`src/sv/ra_pkg.sv`:
```
package ra_pkg;

  // operation codes
  typedef enum logic [4:0] {
    OP_ADD    = 5'd0,
    OP_SUB    = 5'd1,
    OP_AND    = 5'd2,
    OP_OR     = 5'd3,
    OP_XOR    = 5'd4,
    OP_SLL    = 5'd5,
    OP_SRL    = 5'd6,
    OP_SRA    = 5'd7,
    OP_SLT    = 5'd8,
    OP_SLTU   = 5'd9,
    OP_MUL    = 5'd10,
    OP_MULH   = 5'd11,
    OP_MULHSU = 5'd12,
    OP_MULHU  = 5'd13,
    OP_DIV    = 5'd14,
    OP_DIVU   = 5'd15,
    OP_REM    = 5'd16,
    OP_REMU   = 5'd17
  } op_e;

  localparam int unsigned XLEN      = 32;
  localparam int unsigned DIV_STEPS = XLEN;
  localparam int unsigned MUL_LAT   = 2;

  typedef struct packed {
    logic [4:0]      mode;
    logic [XLEN-1:0] operand_a;
    logic [XLEN-1:0] operand_b;
  } in_t;

  typedef struct packed {
    logic [XLEN-1:0] result;
    logic            bad_op;
  } out_t;

  // divider working state: partial remainder, dividend shifting into quotient, divisor
  typedef struct packed {
    logic [XLEN-1:0] rem;
    logic [XLEN-1:0] quo;
    logic [XLEN-1:0] dsr;
  } div_t;

  // control travelling alongside the divider stages
  typedef struct packed {
    logic            vld;
    op_e             op;
    logic            bad;
    logic [XLEN-1:0] res;
    logic            neg_q;
    logic            neg_r;
  } side_t;

endpackage

```
`src/sv/ra_mul.sv`:
```
module ra_mul (
  input  logic                    clk_i,
  input  logic [ra_pkg::XLEN:0]   a_i,
  input  logic [ra_pkg::XLEN:0]   b_i,
  input  logic                    hi_i,
  output logic [ra_pkg::XLEN-1:0] prod_o
);
  import ra_pkg::*;

  localparam int unsigned H = XLEN / 2;

  logic signed [2*H+1:0] pp_ll_d, pp_lh_d, pp_hl_d, pp_hh_d;
  logic signed [2*H+1:0] pp_ll_q, pp_lh_q, pp_hl_q, pp_hh_q;
  logic                  hi_q;
  logic signed [2*XLEN+1:0] sum;
  logic [XLEN-1:0]       prod_q;

  // first stage: four partial products of 17x17 bits
  always_comb begin
    pp_ll_d = $signed({1'b0, a_i[H-1:0]})  * $signed({1'b0, b_i[H-1:0]});
    pp_lh_d = $signed({1'b0, a_i[H-1:0]})  * $signed(b_i[XLEN:H]);
    pp_hl_d = $signed(a_i[XLEN:H])         * $signed({1'b0, b_i[H-1:0]});
    pp_hh_d = $signed(a_i[XLEN:H])         * $signed(b_i[XLEN:H]);
  end

  always_ff @(posedge clk_i) begin
    pp_ll_q <= pp_ll_d;
    pp_lh_q <= pp_lh_d;
    pp_hl_q <= pp_hl_d;
    pp_hh_q <= pp_hh_d;
    hi_q    <= hi_i;
  end

  // second stage: align and add, pick the wanted half
  always_comb begin
    sum = (2*XLEN+2)'(pp_ll_q)
        + ((2*XLEN+2)'(pp_lh_q) <<< H)
        + ((2*XLEN+2)'(pp_hl_q) <<< H)
        + ((2*XLEN+2)'(pp_hh_q) <<< XLEN);
  end

  always_ff @(posedge clk_i) begin
    prod_q <= hi_q ? sum[2*XLEN-1:XLEN] : sum[XLEN-1:0];
  end

  assign prod_o = prod_q;

endmodule
```
`config.mk`:
```
export PLATFORM = sky130hd
export DESIGN_NAME = ra_mul
export DESIGN_NICKNAME = d
export VERILOG_FILES = /design/src/sv/ra_pkg.sv /design/src/sv/ra_mul.sv
export SDC_FILE = /design/constraint.sdc
export NUM_CORES = 2
export LEC_CHECK = 0
export ABC_AREA = 1
export BUFFER_PORTS_ARGS = -buffer_cell sky130_fd_sc_hd__buf_4
export CORE_MARGIN = 2
export CORE_UTILIZATION = 40
export CTS_CLUSTER_DIAMETER = 60
export DETAILED_ROUTE_END_ITERATION = 12
export SYNTH_ARGS = -nofsm -noshare
export SYNTH_HDL_FRONTEND = slang
export SYNTH_SLANG_ARGS = --single-unit
```
`constraint.sdc`:
```
create_clock -name clk_i -period 8.1 [get_ports clk_i]
set_clock_uncertainty 0.15 [all_clocks]
set_input_delay 0.405 -clock clk_i [delete_from_list [all_inputs] [get_ports clk_i]]
set_output_delay 0.405 -clock clk_i [all_outputs]
set_load 0.02 [all_outputs]
```
==> impl_metrics.ini <==
[floorplan]
design.die.area_mm2 = 0.128
dieWidth_um = 358
pin_count = 100
core_mm2 = 0.124
floorplan.initialDensity = 0.404
num_rows = 129
dieHeight_um = 358

[cells_and_area]
final_cell_count_no_fill = 8232
drive_gt1_frac = 0.0288
syn2layout_area_growth_pct = 4.89
postLayoutCoreUtil = 0.424
layout.nets = 8110
insertedDiodeCount = 0

[global_route]
antenna_found_initial = 9
grt_pass1_wl_um = 243000
grt_max_degree = 54
overflow = 0
grt_pass1_vias = 42600
grt.total_usage = 0.247

[timing]
maxSlewViolCount = 0
tightest_slew_ns = 0.813
slew_headroom = 0.456
fin_crit_ns = 5.92
finalSetupViolations = 0
rsz0062_at_grt = false
final_hold_viol_count = 0
period_share = 0.731
holdWs_ns = 0.198
fin_tns_setup_ns = 0
fmax_mhz = 169

[clock_tree]
htreeDepth = 4
postCtsSetupBuffers = 0
worst_skew_pair.late_latency_ns = 0.52
cts_buffer_depth = 2
clkTransAtPathRegs_ns = 0.08
cts_root_buf = clkbuf_16
tritoncts = yes
cts_buffers = 17
cts_sinks = 165

[setup_path]
path_max_fanout = 17
cpMostUsedCell = fa_1
crit_required_ns = 8.33
max_stage_delay_ns = 0.52
criticalPathCategory = in2reg
crit_chain = buf_4, inv_1, buf_4, or2_2, fa_1, fa_1, inv_1, fa_1, fa_1, fa_1, inv_1, fa_1, inv_1, ha_1, nand2_1, nor2_1, inv_1, nor2_1, nand3_1, nand3_1, nand2_1
start_kind = input port
critPathArrivalTime_ns = 6.15
crit_path_end_kind = flip-flop
cp_slowest_cell = inv_1

[job]
cap_violations = 0

[synth]
synth_largest_area_cell = fa_1
yosys_warnings = 0
ys_async_sr_fraction = 0
seq_area_frac_synth = 0.0660
synth_nets = 8254
syn_inst = 6726
synth_common_cells = inv_1 (2009), nand2_1 (1838), fa_1 (1012), ha_1 (448), clkbuf_1 (264)
ys_ff_latch = 165
yosysMostFrequentCell = inv_1
ys.flop_type = dfxtp_1
syn_avg_cell_area_um2 = 7.44
synthTopCellsByArea = fa_1 (40%), inv_1 (15%), nand2_1 (14%)
synth_top_area_frac = 0.405
yosysUniqueCellTypes = 39
syn_area_mm2 = 0.0501
synth_edf_count = 0

[place]
gp_congestion = 0.954
io_buffers = 99
hpwl_um = 121000
post-place-cells = 8199

[drt]
firstDrtPassIters = 10
vias = 40400
remaining_drc_errors = 1
ant_nets = 0
viasPerCell = 4.91
routedWlPerCell_um = 18.4
drt-initial-drc-count = 3022
routed_wl_um = 152000

[outcome]
run_status = finished with violations
violations = design-rule violations

[min_path]
hp-class = in2reg
==> critical path, delay by kind of cell <==
kind | cells | cell delay, ns
buffers and inverters | 7 | 1.27
adder cells (fa/ha/maj) | 7 | 3.20
AND/OR/NAND/NOR | 7 | 1.24
==> repair_timing <==
action / CTS / global route
hold endpoints to repair: 1 / 0
resized for setup: 0 / 0
hold buffers: 1 / 0
==> flip-flops by register name (all words and copies together) (netlist names) <==
register,count
pp_hh_q,32
hi_q,1
pp_ll_q,32
pp_lh_q,34
pp_hl_q,34
prod_o,32
==> kinds of logic after synthesis <==
family	Yosys count	synth area share
AND/OR/NAND/NOR	2379	0.190
buffers and inverters	2279	0.171
adder cells (fa/ha/maj)	1460	0.517
AO/OA/AOI/OAI	328	0.0367
flip-flops	165	0.0660
XOR/XNOR	115	0.0201
==> layout make-up <==
cell class,count,area (um2)
Multi-Input combinational cell,4282,38200
Sequential cell,165,3300
Timing Repair Buffer,106,798
Tap cell,1637,2050
Clock inverter,15,188
Fill cell,12900,71400
Inverter,2010,7540
Clock buffer,17,425
==> metrics by stage <==
stage | setup slack [ns] | instance area, um2
after global placement | 1.75 | 51900
after CTS | 2.25 | 52500
after global routing | 1.93 | 52500
after detailed placement | 1.70 | 51900
after floorplan | 2.41 | 50100
final | 2.18 | 52500
==> worst paths after layout <==
check	from	end	slack (ns)	depth (start not counted)
setup / recovery	b_i[32]	pp_lh_q[31]$_DFF_P_	2.18	21
hold / removal	b_i[16]	pp_hh_q[0]$_DFF_P_	0.20	3
setup reg to reg	pp_ll_q[17]$_DFF_P_	prod_o[5]$_DFF_P_	4.57	16
hold reg to reg	pp_ll_q[5]$_DFF_P_	prod_o[5]$_DFF_P_	0.28	2
==> placed cells by master (no fill, tap or decap), types with 35 or more instances in the layout <==
cell,count
ha_1,448
nor2_1,239
nand2_1,1838
xnor2_1,35
a21oi_1,164
nand3_1,164
fa_1,1012
inv_1,2009
xor2_1,80
buf_4,105
nand4_1,55
dfxtp_1,164
o21ai_0,76
==> routing by layer <==
metal	GRT usage	share of wire	up-vias
met5	0	0.00036	-
met3	0.0362	0.073	141
met2	0.390	0.45	1303
li1	-	-	18800
met4	0.0578	0.021	8
met1	0.357	0.46	20100
Power is not shown: default switching activity piles up to over one toggle a cycle in this logic, so the estimate is an artifact.
