--- src/sv/ra_pkg.sv ---
package ra_pkg;

  // operation codes
  typedef enum logic [4:0] {
    OP_ADD    = 5'd0,
    OP_SUB    = 5'd1,
    OP_AND    = 5'd2,
    OP_OR     = 5'd3,
    OP_XOR    = 5'd4,
    OP_SLL    = 5'd5,
    OP_SRL    = 5'd6,
    OP_SRA    = 5'd7,
    OP_SLT    = 5'd8,
    OP_SLTU   = 5'd9,
    OP_MUL    = 5'd10,
    OP_MULH   = 5'd11,
    OP_MULHSU = 5'd12,
    OP_MULHU  = 5'd13,
    OP_DIV    = 5'd14,
    OP_DIVU   = 5'd15,
    OP_REM    = 5'd16,
    OP_REMU   = 5'd17
  } op_e;

  localparam int unsigned XLEN      = 32;
  localparam int unsigned DIV_STEPS = XLEN;
  localparam int unsigned MUL_LAT   = 2;

  typedef struct packed {
    logic [4:0]      mode;
    logic [XLEN-1:0] operand_a;
    logic [XLEN-1:0] operand_b;
  } in_t;

  typedef struct packed {
    logic [XLEN-1:0] result;
    logic            bad_op;
  } out_t;

  // divider working state: partial remainder, dividend shifting into quotient, divisor
  typedef struct packed {
    logic [XLEN-1:0] rem;
    logic [XLEN-1:0] quo;
    logic [XLEN-1:0] dsr;
  } div_t;

  // control travelling alongside the divider stages
  typedef struct packed {
    logic            vld;
    op_e             op;
    logic            bad;
    logic [XLEN-1:0] res;
    logic            neg_q;
    logic            neg_r;
  } side_t;

endpackage

--- src/sv/ra_div_stage.sv ---
module ra_div_stage (
  input  logic          clk_i,
  input  logic          rst_ni,
  input  ra_pkg::div_t  div_i,
  input  ra_pkg::side_t side_i,
  output ra_pkg::div_t  div_o,
  output ra_pkg::side_t side_o
);
  import ra_pkg::*;

  logic [XLEN:0]   trial;
  logic            ge;
  div_t            div_d, div_q;
  side_t           side_q;

  // one restoring step: bring down the next dividend bit, subtract if it fits
  always_comb begin
    trial = {div_i.rem, div_i.quo[XLEN-1]};
    ge    = trial >= {1'b0, div_i.dsr};
    div_d.dsr = div_i.dsr;
    div_d.quo = {div_i.quo[XLEN-2:0], ge};
    if (ge) begin
      div_d.rem = XLEN'(trial - {1'b0, div_i.dsr});
    end else begin
      div_d.rem = trial[XLEN-1:0];
    end
  end

  // payload register
  always_ff @(posedge clk_i) begin
    div_q <= div_d;
  end

  // control with its valid bit
  always_ff @(posedge clk_i or negedge rst_ni) begin
    if (!rst_ni) begin
      side_q <= '0;
    end else begin
      side_q <= side_i;
    end
  end

  assign div_o  = div_q;
  assign side_o = side_q;

endmodule

--- config.mk ---
export PLATFORM = sky130hd
export DESIGN_NAME = ra_div_stage
export DESIGN_NICKNAME = d
export VERILOG_FILES = /design/src/sv/ra_pkg.sv /design/src/sv/ra_div_stage.sv
export SDC_FILE = /design/constraint.sdc
export NUM_CORES = 1
export LEC_CHECK = 0
export BUFFER_PORTS_ARGS = -buffer_cell sky130_fd_sc_hd__buf_2
export CORE_UTILIZATION = 41
export DETAILED_ROUTE_END_ITERATION = 10
export HOLD_SLACK_MARGIN = 0.06
export PLACE_DENSITY = 0.78
export SLEW_MARGIN = 15
export SYNTH_ARGS = -nofsm -noshare
export SYNTH_HDL_FRONTEND = slang
export SYNTH_SLANG_ARGS = --single-unit
--- constraint.sdc ---
create_clock -name clk_i -period 0.8 [get_ports clk_i]
set_input_delay 0.16 -clock clk_i [delete_from_list [all_inputs] [get_ports clk_i]]
set_output_delay 0.16 -clock clk_i [all_outputs]
set_load 0.02 [all_outputs]
==> results_dict.tcl <==
set metrics [dict create \
    clkTransAtPathRegs_ns 0.07 \
    path_delay_family "compound AO/OA/AOI/OAI gates" \
    critPathArrivalTime_ns 2.87 \
    grt_use_met3_pct 18.15 \
    p_leak_uw 0.005344 \
    grt_busiest_layer "met2" \
    io_pins 276 \
    use_met1_pct 39.58 \
    synth-async-reset-ratio_pct 29.93 \
    violations "setup timing" \
    antenna_found_initial 7 \
    outcome "finished with violations" \
    core_area_um2 12570 \
    min_path_type "input port to flip-flop" \
    crit_buf_inv 3 \
    path_cells "buf_2 > inv_1 > ha_4 > nand2b_1 > a21oi_4 > buf_6 > o21a_1 > o21ai_0 > nand2b_1 > a21oi_1 > xnor2_1 > mux2_4" \
    drt_iter0_markers 1089 \
    tightestPinTransition_ns 0.6729 \
    synth.mux.area_fraction_pct 2.657 \
    dpl.hpwl_um 12370 \
    initial_core_util_pct 41.97 \
    drtAntennaViolNets 0 \
    grt_usage_pct 41.57 \
    synthXorXnorAreaFrac_pct 4.317 \
    synth_top_area_share_pct 36.43 \
    syn_area_per_cell_um2 10.64 \
    vias 7359 \
    slew_violations 0 \
    synth_edf_count 0 \
    clock-root-buffer "clkbuf_16" \
    dr.pass1.iters 9 \
    crit_fanout 4 \
    grt_pass1_wl_um 39600 \
    yosysMostFrequentCell "dfxtp_1" \
    synth_top_family_by_area "compound AO/OA/AOI/OAI gates" \
    crit_slowest_cell "o21ai_0" \
    synth_cell_types 50 \
    crit_path_start_kind "input port" \
    end_kind "flip-flop" \
    required_ns 1.12 \
    grt-ovfl-total 0 \
    cts_sinks 137 \
    grt_max_degree 20 \
    synthTopCellsByArea "dfxtp_1 36%, dfrtp_1 19%, ha_1 7.6%, a21oi_1 5.1%, inv_1 3.3%" \
    startpoint "div_i[1]" \
    yosysTopAreaCell "dfxtp_1" \
    max-slew-margin-rel_pct 54.66 \
    hp-start "div_i[77]" \
    die_height_um 115.4 \
    drc 0 \
    clock.fmax_mhz 392.7 \
    synthCells 496 \
    synth-compound-area-share_pct 13.88 \
    ys_seq_area_share_pct 55.88 \
    cts_buffers 17 \
    wl_per_cell_um 29.63 \
    ys.flop_type "dfxtp_1" \
    slowest_delay_ns 0.42 \
    clockBufferDepth 2 \
    io_buffer_count 275 \
    nNetsFinal 1200 \
    drive_above_1_share_pct 62.63 \
    utilization_pct 91.76 \
    synth_adder_area_share_pct 7.970 \
    rsz0062_at_grt "yes" \
    yosys_warnings 0 \
    cap_violations 0 \
    hold_violations 0 \
    synth_simple_gate_area_share_pct 9.915 \
    die_x_um 115.4 \
    finalCritPeriodShare_pct 318.3 \
    vdd_ir_drop_max_mv 1.904 \
    crit_type "input port to flip-flop" \
    wl_um 36060 \
    min_period_ns 2.547 \
    power_density_nw_per_um2 2129 \
    dp_slack_ns -1.907 \
    grtUsageMet2_pct 70.22 \
    rows 41 \
    fin_ws_ns -1.747 \
    ys_ff_latch 137 \
    gp_congestion 0.8991 \
    areaGrowthSynthToFinish_pct 118.6 \
    netlist_top_cells_count "96 x dfxtp_1, 54 x a21oi_1, 46 x inv_1, 41 x dfrtp_1, 37 x nor2_1" \
    via_per_inst 6.047 \
    cts_tree "yes" \
    dieArea_um2 13320 \
    worst_path_most_repeated_cell "nand2b_1" \
    syn_nets 668 \
    grt_pass1_vias 7006 \
    synth_area_um2 5275 \
    setup_viol 170 \
    htree_levels 4 \
]
[registers in the layout, summed over array words and instances, names as in the netlist]
signal / flops
side_o: 41
div_o: 96
[worst paths after layout]
check	endpoint	slack, ns	cells after the start
min in group asynchronous	side_o[32]	0.18	2
max in group asynchronous	side_o[5]	0.15	3
setup / recovery	div_o[71]	-1.75	12
hold / removal	div_o[78]	0.09	3
[final cells by class]
type | instances | area, um^2
antenna | 4 | 10.01
clock buffer | 19 | 432.9
clock inverter | 13 | 146.4
fill | 341 | 1036
inverter | 46 | 181.4
multi-input combinational | 296 | 2796
sequential | 137 | 3074
tap | 172 | 215.2
timing repair buffer | 530 | 4676
[metrics by stage]
step / cell area [um^2] / cells / TNS [ns] / hold WS, ns / total power (uW)
2_1_floorplan: 5383 / 496 / -47.96 / -0.1356 / 10480
3_3_place_gp: 7700 / 1035 / -54.81 / 0.05630 / 12510
3_5_place_dp: 7700 / 1035 / -56.17 / 0.05853 / 12590
4_1_cts: 10870 / 1206 / -72.98 / 0.06441 / 22160
5_1_grt: 11520 / 1214 / -94.42 / 0.08320 / 25060
6_report: 11530 / 1217 / -89.00 / 0.09460 / 24550
[power by group]
part / switching, uW / leakage (uW) / total [uW] / internal [uW]
sequential: 504 / 0.00129 / 8140 / 7630
combinational: 4240 / 0.00378 / 8240 / 4000
clock: 3540 / 0.000278 / 8170 / 4630
total: 8290 / 0.00534 / 24500 / 16300
[placed cells by master, fill, tap and decap left out, types with 7 or more instances in the layout]
cell	instances
clkbuf_16	18
nor2_1	13
buf_2	134
nand2_1	22
ha_1	12
a21oi_2	22
xnor2_1	16
a21oi_1	29
nor2_2	9
a21o_1	8
buf_4	110
dfxtp_2	94
inv_1	38
dlygate4sd3_1	130
nand4_1	8
ha_4	16
nand2b_1	7
mux2_4	8
nor2_4	15
buf_6	141
dfrtp_1	40
xor2_1	9
o21ai_0	12
[what timing repair did]
| item | CTS | global route |
|---|---|---|
| endpoints found under the hold margin | 170 | 0 |
| gates cloned | 2 | 1 |
| hold buffers | 130 | 0 |
| endpoints found under the setup margin | 170 | 170 |
| pin swaps | 14 | 26 |
| buffers inserted | 7 | 7 |
| gates resized for setup | 425 | 116 |
[per-layer routing]
| metal | up-vias | wire length (um) |
|---|---|---|
| met5 | - | 11 |
| met4 | 2 | 4195 |
| met3 | 406 | 4925 |
| met2 | 800 | 15890 |
| met1 | 3385 | 11040 |
| li1 | 2766 | - |
[kinds of logic after synthesis]
group                      count (synthesis)
xor gates and xnor gates                  26
DFF                                      137
AOI/OAI and AO/OA                        120
and+or+nand+nor                          107
muxes                                     10
adders and majority gates                 33
buffers and inverters                     63
(Power assumes the default switching activity.)
